===== config.mk =====
export PLATFORM = sky130hd
export DESIGN_NAME = amd_div_cell
export DESIGN_NICKNAME = d
export VERILOG_FILES = /design/src/rtl/core/amd_pkg.sv /design/src/rtl/core/amd_div_cell.sv
export SDC_FILE = /design/constraint.sdc
export NUM_CORES = 2
export LEC_CHECK = 0
export BUFFER_PORTS_ARGS = -buffer_cell sky130_fd_sc_hd__clkbuf_2
export CAP_MARGIN = 20
export CORE_AREA = 2 2 681 683
export CTS_BUF_LIST = sky130_fd_sc_hd__clkbuf_16
export CTS_CLUSTER_SIZE = 40
export DETAILED_ROUTE_END_ITERATION = 12
export DIE_AREA = 0 0 683 685
export GPL_ROUTABILITY_DRIVEN = 0
export GPL_TIMING_DRIVEN = 0
export PLACE_DENSITY = 0.33
export SLEW_MARGIN = 15
export SYNTH_ARGS = -nofsm -noshare
export SYNTH_HDL_FRONTEND = slang
export SYNTH_SLANG_ARGS = --single-unit

===== constraint.sdc =====
create_clock -name clk -period 23.5 [get_ports clk]
set_clock_uncertainty 0.15 [all_clocks]
set_input_delay 4.7 -clock clk [delete_from_list [all_inputs] [get_ports clk]]
set_output_delay 4.7 -clock clk [all_outputs]
set_load 0.05 [all_outputs]

===== src/rtl/core/amd_pkg.sv =====
// Shared constants and lane indexes for the affine matrix inverse.
package amd_pkg;

	localparam int FRAC_BITS_DEF  = 16;
	localparam int COEF_WIDTH_DEF = 32;

	// One divider lane per inverse coefficient.
	localparam int NUM_LANES = 6;

	localparam int LANE_SCALE_X = 0;
	localparam int LANE_SKEW_X  = 1;
	localparam int LANE_TRANS_X = 2;
	localparam int LANE_SKEW_Y  = 3;
	localparam int LANE_SCALE_Y = 4;
	localparam int LANE_TRANS_Y = 5;

endpackage


===== src/rtl/core/amd_div_cell.sv =====
// One restoring-division cell: retires one quotient bit for all six lanes.
module amd_div_cell #(
	parameter int CW = 32,
	parameter int DW = 65
) (
	input  logic                                    clk,
	input  logic                                    arst_n,
	input  logic                                    in_valid,
	output logic                                    in_ready,
	input  logic [amd_pkg::NUM_LANES-1:0][DW-1:0]   r_i,
	input  logic [amd_pkg::NUM_LANES-1:0][CW:0]     nb_i,
	input  logic [amd_pkg::NUM_LANES-1:0][CW:0]     q_i,
	input  logic [amd_pkg::NUM_LANES-1:0]           over_i,
	input  logic [amd_pkg::NUM_LANES-1:0]           neg_i,
	input  logic [DW-1:0]                           d_i,
	input  logic                                    zero_i,
	output logic                                    out_valid,
	input  logic                                    out_ready,
	output logic [amd_pkg::NUM_LANES-1:0][DW-1:0]   r_o,
	output logic [amd_pkg::NUM_LANES-1:0][CW:0]     nb_o,
	output logic [amd_pkg::NUM_LANES-1:0][CW:0]     q_o,
	output logic [amd_pkg::NUM_LANES-1:0]           over_o,
	output logic [amd_pkg::NUM_LANES-1:0]           neg_o,
	output logic [DW-1:0]                           d_o,
	output logic                                    zero_o
);
	import amd_pkg::*;

	logic                               v_q;
	logic [NUM_LANES-1:0][DW-1:0]       r_n;
	logic [NUM_LANES-1:0]               ge;
	logic [NUM_LANES-1:0][DW:0]         rs;
	logic [NUM_LANES-1:0][DW:0]         diff;

	assign in_ready  = !v_q || out_ready;
	assign out_valid = v_q;

	always_comb begin
		for (int l = 0; l < NUM_LANES; l++) begin
			rs[l]   = {r_i[l], nb_i[l][CW]};
			ge[l]   = rs[l] >= {1'b0, d_i};
			diff[l] = rs[l] - {1'b0, d_i};
			r_n[l]  = ge[l] ? diff[l][DW-1:0] : rs[l][DW-1:0];
		end
	end

	always_ff @(posedge clk or negedge arst_n) begin
		if (!arst_n) begin
			v_q <= 1'b0;
		end else if (in_ready) begin
			v_q <= in_valid;
		end
	end

	always_ff @(posedge clk) begin
		if (in_valid && in_ready) begin
			for (int l = 0; l < NUM_LANES; l++) begin
				r_o[l]  <= r_n[l];
				nb_o[l] <= {nb_i[l][CW-1:0], 1'b0};
				q_o[l]  <= {q_i[l][CW-1:0], ge[l]};
			end
			over_o <= over_i;
			neg_o  <= neg_i;
			d_o    <= d_i;
			zero_o <= zero_i;
		end
	end

endmodule


Yosys cells after proc, flatten, opt, wreduce, memory -nomap -nowiden

Index checks and enable logic that the tools add are counted.

Input port bits: 868
Flip-flop bits (word level): 859
Logic and storage cells: 44
Output and inout port bits: 866

Magnitude comparators: 6
Add/subtract/negate cells: 6
Reduce and logical (&&, ||, !) cells: 3
Muxes and demuxes: 6

Operator list:

| operator          | number |
|---|---|
| $ge 66x65->1      | 6 |
| $mux 65           | 6 |
| $sub 65x65->65    | 6 |
| $logic_and 1x1->1 | 1 |
| $logic_not 1->1   | 1 |
| $logic_or 1x1->1  | 1 |

Depth between registers and ports, before layout

Depth after elaboration: 3
Mapped depth: 18

Worst setup path after synthesis

No wires, ideal clock.

Path kind: in2reg
Start: in out_ready
End: reg d_o[0], enable pin
Stages on the path: 2
Path slack: -2.465 ns
Data arrival time: 24.478 ns
Cell sequence: nand2b_1 and2_1

Cells in the longest elaborated chain, start to end: 2

Ends and longest elaborated chain:

| element                | RTL line           | RTL |
|---|---|---|
| start: declaration     | amd_div_cell.sv:18 | `input logic out_ready,` |
| $logic_or 1x1->1       | amd_div_cell.sv:35 | `assign in_ready = !v_q \|\| out_ready;` |
| $logic_and 1x1->1      | amd_div_cell.sv:56 | `if (in_valid && in_ready) begin` |
| end signal: assignment | amd_div_cell.sv:64 | `d_o <= d_i;` |
| end: declaration       | amd_div_cell.sv:24 | `output logic [DW-1:0] d_o,` |

Every way passes these cells.
A chain may end at the register's enable or synchronous reset.

==> metrics.cfg <==
[status]
status=complete, no violations

[sta]
clock.fmax_mhz=85.7
rsz0062_at_grt=false
fin_crit_sh=0.496
hold_viol=0
tns_ns=0
drv_slew=0
fin_ws_ns=11.84
worstMarginPinSlew_ns=1.23
slew-limit-headroom=0.174
finalCriticalPeriod_ns=11.66
setup_violations=0

[yosys]
synth_top_cells_by_area=edfxtp_1 (49%), ha_1 (9.2%), a21oi_1 (5.9%), mux2_2 (3.8%), xnor2_1 (3.5%)
synth_top_area_frac=0.486
synthFlopType=edfxtp_1
synthCells=4945
ys_async_sr_fraction=0.00116
synth_edf_count=858
synth_seq_cells=859
ys_warn_count=0
postSynthAreaPerCell_sq_um=10.7
synth_largest_area_cell=edfxtp_1
yosysUniqueCellTypes=83
synth_seq_area_share=0.486
netlist_area_sq_um=53100

[setup_path]
r2r_end=nb_o[25]
rrSetupSlack_ns=20.07
cp_num_buf_inv=5
critical_path_arrival_ns=12.11
end_kind=flip-flop
path_max_fanout=11
slowest_delay_ns=1.06
path_cells=clkbuf_2, inv_1, ha_1, nand4_1, nor3_1, o211ai_1, a2111oi_1, o211ai_1, o21ai_0, a311o_1, o41a_1, a41o_1, clkbuf_1, clkbuf_1, buf_1, a21oi_1
worst-setup-path-type=primary input to flip-flop
cp.depth=16
path_delay_family=compound AO/OA/AOI/OAI gates
cp_slowest_cell=a2111oi_1
worst-r2r-cell-count=7
required_ns=23.94
cp-start-kind=primary input
timing.rr.start=out_valid

[power]
vdd_drop_max_mv=0.0607
p_leak_nw=30.3
clock_power_share=0.350
powerDensity_nw_per_um2=76.5
p_sw_frac=0.380
p_int_w=0.00355
power_frac_seq=0.335
p_sw_w=0.00218
power_frac_comb=0.315

[floorplanning]
initial_utilization=0.115
core_sq_um=461000
num_rows=250
die_area_sq_um=468000
die_h_microns=685
io_pins=1734
die_w_microns=683

[clock_network]
root_buffer=clkbuf_16
insertion_delay_ns=0.85
h-tree-depth=3
tritoncts=done
cts_hold_buffers=0
cts_sinks=859
path_clk_slew_ns=0.06
cts_resized=0
post-cts-setup-buffers=0
cts_buffer_depth=4
cts_inserted_buffers=124

[routing]
antenna_left=0
vias_per_cell=3.75
vias=49500
wirelength_microns=372000
drtIter0Drc=3694
drtPass1Iterations=6
drcViolationCount=0
wire_per_inst_microns=28.2

[run]
drv_cap=0

[place]
place_ws_ns=10.67
post-dp-hpwl_microns=323000
port_buffers=1721

[global_route]
grt_pass1_wl_microns=474000
antenna_found_initial=180
grt_max_degree=63
grt_use_total=0.151
globalRouteOverflowTotal=0
grt_pass1_vias=48400

[final_layout]
fin_nets=8111
drive_above_1_share=0.322
syn_to_final_growth_pct=41.2

[min_path]
holdPathEnd=out_valid
min_from=out_valid
hold_depth=2
hp-class=flip-flop to flip-flop

## sequential cells by signal, summed over array words and instances (netlist names)
name,count
zero_o,1
out_valid,1
over_o,6
q_o,198
r_o,390
nb_o,192
neg_o,6
d_o,65
## cell usage in the layout, fill, tap and decap left out, types with 45 or more instances in the layout
cell type / synthesis / final
nand3_1: 68 / 68
ha_1: 390 / 390
clkbuf_1: 165 / 160
a21o_1: 207 / 207
o21ai_0: 283 / 281
edfxtp_1: 858 / 858
xnor2_1: 215 / 215
clkbuf_16: 0 / 124
nor2_1: 356 / 356
a31oi_1: 48 / 45
nand4_1: 122 / 122
and3_1: 50 / 50
nand2_1: 307 / 307
inv_1: 196 / 206
a21oi_1: 621 / 619
xor2_1: 143 / 143
o21bai_1: 102 / 102
clkbuf_2: 0 / 1726
nor2b_1: 45 / 45
nor3_1: 66 / 64
mux2_2: 178 / 178
diode_2: 0 / 82
## cells in the mapped netlist, drive strengths merged, types with 39 or more instances
master  number
a31oi       49
and3        50
a21oi      621
buf         42
nor2       356
mux2       212
inv        197
nand2      307
nand4      122
o21a        39
nand3       68
edfxtp     858
xnor2      215
ha         390
nor2b       45
nor3        66
o21ai      283
clkbuf     165
xor2       143
a21o       207
o21bai     102
## metal layers
metal,share of wire,global-route usage
met2,0.52,0.283
met5,0.00074,0
met1,0.36,0.163
met4,0.054,0.0740
met3,0.056,0.0259
## cell type report
type / instances / area (sq um)
antenna: 82 / 205
buffer: 207 / 878
clock buffer: 124 / 3100
clock inverter: 99 / 1090
fill: 51900 / 386000
inverter: 197 / 739
multi-input combinational: 3687 / 25800
sequential: 859 / 25800
tap: 6174 / 7720
timing repair buffer: 1771 / 9630
## how the worst max path moves through the flow
stage | slack (ns) | start | endpoint
floorplan | 7.13 | out_ready | d_o[0]
global placement | 0.53 | out_ready | nb_o[192]
detailed placement | 10.67 | d_i[6] | r_o[69]
CTS | 11.69 | d_i[6] | r_o[69]
global route | 11.62 | d_i[10] | r_o[314]
finish | 11.84 | d_i[7] | r_o[112]
## logic make-up after synthesis
logic type | after synthesis | synth area share
simple gates | 1163 | 0.104
mux | 222 | 0.0469
compound gates | 1542 | 0.179
xor+xnor | 358 | 0.0591
fa+ha+maj | 396 | 0.0942
flops | 859 | 0.486
buf+inv | 404 | 0.0304
other cells | 1 | 0.0000707
## tightest hold or removal path, delay by kind of cell, from the launching register on
family | cells | cell delay (ns)
and+or+nand+nor | 2 | 0.19
DFF | 1 | 0.34
## power groups by stage
stage / clock, W / combinational, W / sequential, W
2_1_floorplan: 0 / 0.000707 / 0.00238
3_3_place_gp: 0 / 0.00180 / 0.00202
3_5_place_dp: 0 / 0.00182 / 0.00195
4_1_cts: 0.00210 / 0.00183 / 0.00193
5_1_grt: 0.00215 / 0.00193 / 0.00193
6_report: 0.00201 / 0.00180 / 0.00192
## through the flow
stage	util	cell area, sq um	hold WS (ns)	power [W]	std cells
5_1_grt	0.162	74900	0.475	0.00601	13200
3_3_place_gp	0.150	69400	0.362	0.00382	12800
6_report	0.162	74900	0.420	0.00573	13200
2_1_floorplan	-	53100	1.02	0.00309	4950
3_5_place_dp	0.153	70500	0.398	0.00377	12900
4_1_cts	0.162	74700	0.415	0.00586	13100
Note: power is estimated with default switching activity, not from simulation.
